<file path="config.mk">
export PLATFORM = sky130hd
export DESIGN_NAME = keyboard_matrix_and_joystick_ports_flat
export DESIGN_NICKNAME = d
export VERILOG_FILES = /design/src/rtl/kmj_pkg.sv /design/src/rtl/kmj_if.sv /design/src/rtl/kmj_read.sv /design/src/rtl/keyboard_matrix_and_joystick_ports.sv /design/src/flat_wrapper.sv
export SDC_FILE = /design/constraint.sdc
export NUM_CORES = 1
export LEC_CHECK = 0
export ABC_AREA = 1
export BUFFER_PORTS_ARGS = -buffer_cell sky130_fd_sc_hd__buf_2
export CAP_MARGIN = 10
export CORE_MARGIN = 3
export CORE_UTILIZATION = 39
export CTS_BUF_LIST = sky130_fd_sc_hd__clkbuf_8 sky130_fd_sc_hd__clkbuf_16
export CTS_CLUSTER_SIZE = 10
export DETAILED_ROUTE_END_ITERATION = 12
export SLEW_MARGIN = 20
export SYNTH_ARGS = -nofsm -noshare
export SYNTH_HDL_FRONTEND = slang
export SYNTH_SLANG_ARGS = --single-unit
export TNS_END_PERCENT = 5
</file>
<file path="constraint.sdc">
create_clock -name i_clk -period 7.5 [get_ports i_clk]
set_input_delay 1.5 -clock i_clk [delete_from_list [all_inputs] [get_ports i_clk]]
set_output_delay 1.5 -clock i_clk [all_outputs]
set_load 0.01 [all_outputs]
</file>
<file path="src/rtl/kmj_pkg.sv">
// Package for the keyboard matrix and joystick ports: codes, payload types, key map.
package kmj_pkg;

    // Default number of key matrix rows
    localparam int KMJ_KEY_ROWS = 6;

    localparam logic [7:0] PORT_IDLE = 8'hFF;

    // Operation codes
    typedef enum logic [2:0] {
        OP_SET_KEY   = 3'd0,
        OP_SET_CHAR  = 3'd1,
        OP_LOAD_PORT = 3'd2,
        OP_SET_BIT   = 3'd3,
        OP_BUS_READ  = 3'd4,
        OP_P2_READ   = 3'd5
    } t_kmj_op;

    // Command payload
    typedef struct packed {
        logic [2:0] operation;
        logic [7:0] key_row;
        logic [7:0] key_column;
        logic [7:0] char_code;
        logic       pressed;
        logic       port_select;
        logic [7:0] port_value;
        logic [2:0] bit_index;
        logic [7:0] p1_value;
        logic [7:0] p2_value;
    } t_kmj_cmd;

    // Key position decoded from a character
    typedef struct packed {
        logic       hit;
        logic [2:0] row;
        logic [2:0] col;
    } t_kmj_key;

    // Case-insensitive ASCII to key position map
    function automatic t_kmj_key kmj_char_key(input logic [7:0] code);
        logic [7:0] c;
        logic [5:0] k;
        t_kmj_key   key;
        c = code;
        // fold lower case onto upper case
        if (c >= 8'h61 && c <= 8'h7A) begin
            c = c - 8'h20;
        end
        key.hit = 1'b1;
        k       = '0;
        unique case (c) inside
            [8'h30:8'h39]: k = 6'(c - 8'h30);
            8'h20:         k = {3'd1, 3'd4};
            8'h3F:         k = {3'd1, 3'd5};
            8'h4C:         k = {3'd1, 3'd6};
            8'h50:         k = {3'd1, 3'd7};
            8'h2B:         k = {3'd2, 3'd0};
            8'h57:         k = {3'd2, 3'd1};
            8'h45:         k = {3'd2, 3'd2};
            8'h52:         k = {3'd2, 3'd3};
            8'h54:         k = {3'd2, 3'd4};
            8'h55:         k = {3'd2, 3'd5};
            8'h49:         k = {3'd2, 3'd6};
            8'h4F:         k = {3'd2, 3'd7};
            8'h51:         k = {3'd3, 3'd0};
            8'h53:         k = {3'd3, 3'd1};
            8'h44:         k = {3'd3, 3'd2};
            8'h46:         k = {3'd3, 3'd3};
            8'h47:         k = {3'd3, 3'd4};
            8'h48:         k = {3'd3, 3'd5};
            8'h4A:         k = {3'd3, 3'd6};
            8'h4B:         k = {3'd3, 3'd7};
            8'h41:         k = {3'd4, 3'd0};
            8'h5A:         k = {3'd4, 3'd1};
            8'h58:         k = {3'd4, 3'd2};
            8'h43:         k = {3'd4, 3'd3};
            8'h56:         k = {3'd4, 3'd4};
            8'h42:         k = {3'd4, 3'd5};
            8'h4D:         k = {3'd4, 3'd6};
            8'h2E:         k = {3'd4, 3'd7};
            8'h2D:         k = {3'd5, 3'd0};
            8'h2A:         k = {3'd5, 3'd1};
            8'h2F:         k = {3'd5, 3'd2};
            8'h3D:         k = {3'd5, 3'd3};
            8'h59:         k = {3'd5, 3'd4};
            8'h4E:         k = {3'd5, 3'd5};
            8'h7F:         k = {3'd5, 3'd6};
            8'h0A, 8'h0D:  k = {3'd5, 3'd7};
            default:       key.hit = 1'b0;
        endcase
        key.row = k[5:3];
        key.col = k[2:0];
        return key;
    endfunction

endpackage

</file>
<file path="src/rtl/kmj_if.sv">
// Valid/ready channel interfaces for commands and read responses.
interface kmj_cmd_if;
    logic              valid;
    logic              ready;
    kmj_pkg::t_kmj_cmd payload;

    modport source (output valid, output payload, input ready);
    modport sink   (input valid, input payload, output ready);
endinterface

interface kmj_rsp_if;
    logic       valid;
    logic       ready;
    logic [7:0] read_data;

    modport source (output valid, output read_data, input ready);
    modport sink   (input valid, input read_data, output ready);
endinterface

</file>
<file path="src/rtl/kmj_read.sv">
// Read path: joystick bus read and priority-encoded keyboard row scan.
module kmj_read #(
    parameter int KEY_ROWS = kmj_pkg::KMJ_KEY_ROWS
) (
    input  kmj_pkg::t_kmj_cmd i_cmd,
    input  logic [7:0]        i_matrix [KEY_ROWS],
    input  logic [7:0]        i_port_a,
    input  logic [7:0]        i_port_b,
    output logic [7:0]        o_read_data
);
    import kmj_pkg::*;

    localparam logic [3:0] ROW_LIMIT = 4'(KEY_ROWS);

    logic [2:0] scan_row;
    logic       row_ok;
    logic [7:0] row_bits;
    logic [7:0] cols;
    logic [2:0] low_col;
    logic [7:0] bus_data;
    logic [7:0] p2_data;

    assign scan_row = i_cmd.p2_value[2:0];
    assign row_ok   = {1'b0, scan_row} < ROW_LIMIT;

    // Row select for the scan
    always_comb begin
        row_bits = PORT_IDLE;
        for (int g = 0; g < KEY_ROWS; g++) begin
            if (scan_row == 3'(g)) begin
                row_bits = i_matrix[g];
            end
        end
    end

    assign cols = ~row_bits;

    // Lowest pressed column
    always_comb begin
        low_col = '0;
        for (int i = 7; i >= 0; i--) begin
            if (cols[i]) begin
                low_col = 3'(i);
            end
        end
    end

    // Bus read: joystick port, enabled by p1 bits 4:3
    always_comb begin
        if (i_cmd.p1_value[4] && i_cmd.p1_value[3]) begin
            bus_data = (scan_row == 3'd1) ? i_port_a : i_port_b;
        end else begin
            bus_data = PORT_IDLE;
        end
    end

    // P2 read: keyboard scan unless p1 bit 2 masks it
    always_comb begin
        if (i_cmd.p1_value[2]) begin
            p2_data = i_cmd.p2_value | 8'hF0;
        end else if (row_ok && (|cols)) begin
            p2_data = {~low_col, 1'b0, i_cmd.p2_value[3:0]};
        end else begin
            p2_data = {4'hF, i_cmd.p2_value[3:0]};
        end
    end

    assign o_read_data = (i_cmd.operation == OP_BUS_READ) ? bus_data : p2_data;

endmodule

</file>
<file path="src/rtl/keyboard_matrix_and_joystick_ports.sv">
// Keyboard matrix and joystick ports: top level with state and handshake.
//
//   Channel  Dir  Payload                        Transfer
//   i_cmd    in   t_kmj_cmd (op, key, port, p1/p2) valid & ready
//   o_rsp    out  read_data [7:0]                valid & ready
//
// One command per cycle while the response side is not stalled: a command
// is held in the input register, where its write or read is done, and a
// read result lands in the output register, from which it is offered.
// Synchronous active-low reset: all keys and both ports released (0xFF).
// A stalled response holds the input register; writes and unused codes yield none.
module keyboard_matrix_and_joystick_ports #(
    parameter int KEY_ROWS = kmj_pkg::KMJ_KEY_ROWS
) (
    input  logic       i_clk,
    input  logic       i_rst_n,
    kmj_cmd_if.sink    i_cmd,
    kmj_rsp_if.source  o_rsp
);
    import kmj_pkg::*;

    logic       r_in_valid;
    t_kmj_cmd   r_in;
    logic       r_out_valid;
    logic [7:0] r_out_data;
    logic [7:0] r_matrix [KEY_ROWS];
    logic [7:0] n_matrix [KEY_ROWS];
    logic [7:0] r_port_a;
    logic [7:0] r_port_b;
    logic [7:0] n_port_a;
    logic [7:0] n_port_b;

    t_kmj_op    op;
    t_kmj_key   char_key;
    logic       advance;
    logic       is_read;
    logic [7:0] read_data;
    logic [7:0] bit_mask;
    logic [7:0] port_cur;
    logic [7:0] port_new;

    assign op       = t_kmj_op'(r_in.operation);
    assign char_key = kmj_char_key(r_in.char_code);
    assign is_read  = (op == OP_BUS_READ) || (op == OP_P2_READ);

    // Stage moves when the output register is free or being drained
    assign advance     = r_in_valid && (!r_out_valid || o_rsp.ready);
    assign i_cmd.ready = !r_in_valid || advance;

    // Input register
    always_ff @(posedge i_clk) begin
        if (!i_rst_n) begin
            r_in_valid <= 1'b0;
        end else if (i_cmd.ready) begin
            r_in_valid <= i_cmd.valid;
        end
        if (i_cmd.ready && i_cmd.valid) begin
            r_in <= i_cmd.payload;
        end
    end

    // Key matrix next state, one row at a time
    always_comb begin
        for (int g = 0; g < KEY_ROWS; g++) begin
            n_matrix[g] = r_matrix[g];
            if (op == OP_SET_KEY && r_in.key_row == 8'(g) && r_in.key_column[7:3] == 5'd0) begin
                n_matrix[g] = r_in.pressed
                    ? (r_matrix[g] & ~(8'd1 << r_in.key_column[2:0]))
                    : (r_matrix[g] |  (8'd1 << r_in.key_column[2:0]));
            end else if (op == OP_SET_CHAR && char_key.hit && char_key.row == 3'(g)) begin
                n_matrix[g] = r_in.pressed
                    ? (r_matrix[g] & ~(8'd1 << char_key.col))
                    : (r_matrix[g] |  (8'd1 << char_key.col));
            end
        end
    end

    // Joystick port next state
    always_comb begin
        bit_mask = 8'd1 << r_in.bit_index;
        port_cur = r_in.port_select ? r_port_b : r_port_a;
        port_new = port_cur;
        case (op)
            OP_LOAD_PORT: port_new = r_in.port_value;
            OP_SET_BIT:   port_new = r_in.pressed ? (port_cur & ~bit_mask)
                                                  : (port_cur | bit_mask);
            default:      port_new = port_cur;
        endcase
        n_port_a = r_in.port_select ? r_port_a : port_new;
        n_port_b = r_in.port_select ? port_new : r_port_b;
    end

    // State registers
    always_ff @(posedge i_clk) begin
        if (!i_rst_n) begin
            for (int g = 0; g < KEY_ROWS; g++) begin
                r_matrix[g] <= PORT_IDLE;
            end
            r_port_a <= PORT_IDLE;
            r_port_b <= PORT_IDLE;
        end else if (advance) begin
            for (int g = 0; g < KEY_ROWS; g++) begin
                r_matrix[g] <= n_matrix[g];
            end
            r_port_a <= n_port_a;
            r_port_b <= n_port_b;
        end
    end

    kmj_read #(
        .KEY_ROWS (KEY_ROWS)
    ) u_read (
        .i_cmd       (r_in),
        .i_matrix    (r_matrix),
        .i_port_a    (r_port_a),
        .i_port_b    (r_port_b),
        .o_read_data (read_data)
    );

    // Output register
    always_ff @(posedge i_clk) begin
        if (!i_rst_n) begin
            r_out_valid <= 1'b0;
        end else if (advance) begin
            r_out_valid <= is_read;
        end else if (o_rsp.ready) begin
            r_out_valid <= 1'b0;
        end
        if (advance && is_read) begin
            r_out_data <= read_data;
        end
    end

    assign o_rsp.valid     = r_out_valid;
    assign o_rsp.read_data = r_out_data;

endmodule

</file>
<file path="src/flat_wrapper.sv">
// flat-port wrapper written by rule: the top's interface ports become plain ports
module keyboard_matrix_and_joystick_ports_flat import kmj_pkg::*;
#(
    parameter int KEY_ROWS = kmj_pkg::KMJ_KEY_ROWS
)
  (i_clk, i_rst_n, i_cmd_valid, i_cmd_payload, i_cmd_ready, o_rsp_valid, o_rsp_read_data, o_rsp_ready);
  kmj_cmd_if i_cmd_i ();
  kmj_rsp_if o_rsp_i ();
  input  logic i_clk;
  input  logic i_rst_n;
  input wire logic [$bits(i_cmd_i.valid)-1:0] i_cmd_valid;
  input wire logic [$bits(i_cmd_i.payload)-1:0] i_cmd_payload;
  output wire logic [$bits(i_cmd_i.ready)-1:0] i_cmd_ready;
  output wire logic [$bits(o_rsp_i.valid)-1:0] o_rsp_valid;
  output wire logic [$bits(o_rsp_i.read_data)-1:0] o_rsp_read_data;
  input wire logic [$bits(o_rsp_i.ready)-1:0] o_rsp_ready;
  assign i_cmd_i.valid = i_cmd_valid;
  assign i_cmd_i.payload = i_cmd_payload;
  assign i_cmd_ready = i_cmd_i.ready;
  assign o_rsp_valid = o_rsp_i.valid;
  assign o_rsp_read_data = o_rsp_i.read_data;
  assign o_rsp_i.ready = o_rsp_ready;
  keyboard_matrix_and_joystick_ports #(.KEY_ROWS(KEY_ROWS)) u_core (.i_clk(i_clk), .i_rst_n(i_rst_n), .i_cmd(i_cmd_i), .o_rsp(o_rsp_i));
endmodule
</file>
==> results.cfg <==
[run_status]
status = finished clean

[global_route]
overflow = 0
grt_pass1_wl_mm = 32.05
antenna_found_initial = 0
grt_pass1_vias = 6250
grt_usage_pct = 20.06
grt_max_degree = 66

[clock_tree]
clock_tree.root_cell = clkbuf_16
cts_resized = 0
clk_latency_ps = 430
cts_tree = built
clock-sinks = 121
cts_buffer_depth = 2
holdBufCountCts = 0
postCtsSetupBuffers = 0
numCtsBuffers = 17
htreeDepth = 4
path_clk_slew_ps = 60

[sta]
drv_slew = 0
fin_crit_sh_pct = 46.43
finalSetupViolCount = 0
tns_ps = 0
clock.fmax_mhz = 287.1
finClkSkew_ps = 16.16
max_slew_margin_pct = 31.41
min_period_ps = 3483
setup_ws_ps = 4017
worstMarginPinSlew_ps = 1029
holdWs_ps = 456.7
hold_viol = 0
rsz0062_at_grt = false

[logic_synthesis]
synth_top_flop_cell = dfxtp_1
synth_warnings = 0
async_flop_share_pct = 0
ys_types = 39
synth_edf_count = 55
synthesis.nets = 1046
syn_area_um2 = 7066
synth_area_per_cell_um2 = 7.180
syn_inst = 984
yosys.area.top_type = edfxtp_1
ys_seq_area_share_pct = 42.08
synth_top_area_share_pct = 23.38
ys_seq_elements = 121
synth.area.top_cells = edfxtp_1, dfxtp_1, nand2_1

[worst_setup_path]
crit_path_end_kind = output port
cp_data_arrival_time_ps = 1980
crit_fanout = 3
max_stage_delay_ps = 150
cp.required_ps = 6000
cp.buffers_inverters = 4
slowest_stage = buf_2
cp_top_family = buffers and inverters
worst_setup_path_start_kind = input pin
path_class = input pin to output port
worstPathCellList = buf_2 -> inv_1 -> nand2_1 -> inv_1 -> nand2_1 -> buf_2

[detailed_routing]
avgViaCountPerCell = 5.359
dr_wl_met3_mm = 1.091
num_vias = 6779
met1_length_mm = 9.083
dr.max_layer_used = met4
met2_length_mm = 8.806
wl_per_cell_um = 15.27
first_iter_violations = 652
drt_wl_total_mm = 19.32
route.detailed.drc = 0
ant_nets = 0
first_pass_iters = 7

[finish]
stdcell_area_um2 = 8084
fillers = 1793
drive_above_1_share_pct = 13.37
stdcell_count = 1265
nets = 1089
multi_input_area_um2 = 3642
area_delta_synth_final_pct = 14.41
diodes = 0
regArea_um2 = 2973

[place]
pre_cts_ws_ps = 3928
dp_hpwl_mm = 13.00
gp_congestion = 0.8975
dpl_cell_area_um2 = 7488
io_buffers = 60
dp_cells = 1233

[floorplanning]
ios = 70
die_h_um = 140.6
die-area_um2 = 19770
num_rows = 48
core_area_um2 = 17540
die_x_um = 140.6
initial_core_util_pct = 40.29

[power_and_ir_drop]
power.leakage_nw = 3.565
power.density_nw_per_um2 = 210.4
max-vdd-ir-drop_v = 0.0001815

[min_path]
hold_class = flip-flop to flip-flop

[flow_run]
drv_cap = 0
-- layout make-up --
class	instances	share of cell area [%]
Clock buffer	17	5.262
Clock inverter	15	2.043
Inverter	69	3.204
Multi-Input combinational cell	753	45.05
Sequential cell	121	36.77
Tap cell	225	3.482
Timing Repair Buffer	65	4.179
-- layout by cell type (no fill, tap or decap), types with 3 or more instances in the layout --
| cell | n |
|---|---|
| a21oi_1 | 66 |
| a31oi_1 | 3 |
| buf_2 | 60 |
| buf_4 | 5 |
| clkbuf_16 | 17 |
| clkinv_1 | 3 |
| dfxtp_1 | 66 |
| edfxtp_1 | 55 |
| inv_1 | 63 |
| inv_2 | 4 |
| inv_6 | 6 |
| nand2_1 | 203 |
| nand2_2 | 10 |
| nand3_1 | 142 |
| nand3_2 | 8 |
| nand4_1 | 49 |
| nor2_1 | 144 |
| nor2_2 | 6 |
| nor3_1 | 29 |
| nor4_1 | 7 |
| o211ai_1 | 12 |
| o21a_1 | 3 |
| o21ai_0 | 21 |
| o21ai_1 | 17 |
| o221a_2 | 3 |
| o22ai_1 | 11 |
| or2_2 | 3 |
-- path summary, 6_finish.rpt --
check                   from          end  slack [ps]  cells past startpoint
min                flip-flop    flip-flop         460                      2
max reg2reg  u_core.r_in[50]    flip-flop        4210                      8
min reg2reg        flip-flop    flip-flop         460                      2
max              o_rsp_ready  i_cmd_ready        4020                      6
-- cells in the mapped netlist, types with 3 or more instances --
| cell | number |
|---|---|
| dfxtp_1 | 66 |
| buf_2 | 4 |
| edfxtp_1 | 55 |
| nand3_2 | 8 |
| nand4_1 | 49 |
| nand3_1 | 142 |
| o21ai_0 | 21 |
| inv_1 | 64 |
| o221a_2 | 3 |
| buf_1 | 3 |
| nor3_1 | 30 |
| nand2_1 | 203 |
| o211ai_1 | 12 |
| inv_2 | 3 |
| nor2_2 | 6 |
| o22ai_1 | 11 |
| or2_2 | 3 |
| o21ai_1 | 17 |
| a31oi_1 | 3 |
| o21a_1 | 3 |
| a21oi_1 | 66 |
| clkbuf_1 | 28 |
| nor2_1 | 144 |
| buf_6 | 4 |
| nand2_2 | 10 |
| nor4_1 | 7 |
-- power breakdown --
group          switching, mW  internal [mW]
Combinational          0.106         0.0418
Sequential            0.0159          0.712
Clock                  0.329          0.496
Total                  0.451           1.25
-- per-stage QoR --
step                      utilization, %  total power [mW]
after floorplan                        -            0.8422
after global placement             42.70            0.8862
after detailed placement           42.70            0.8878
after CTS                          46.07             1.712
after global routing               46.10             1.768
final                              46.10             1.701
-- cells by family after synthesis --
kind of cell	synth area share [%]
AO/OA/AOI/OAI	11.72
adder cells (fa/ha/maj)	0.3541
buffers and inverters	6.446
flip-flops	42.08
multiplexers	0.1417
AND/OR/NAND/NOR	39.26
-- worst min-delay path: cells and delay by family, from the launching register on --
family	cells	cell delay (ps)
DFF	1	330
and+or+nand+nor	2	100
-- routing by layer --
metal	vias to the layer above	track usage (%)
met4	0	5.864
met1	3045	28.26
li1	3497	-
met3	27	4.071
met5	-	0
met2	210	31.33
(Power assumes the default switching activity.)
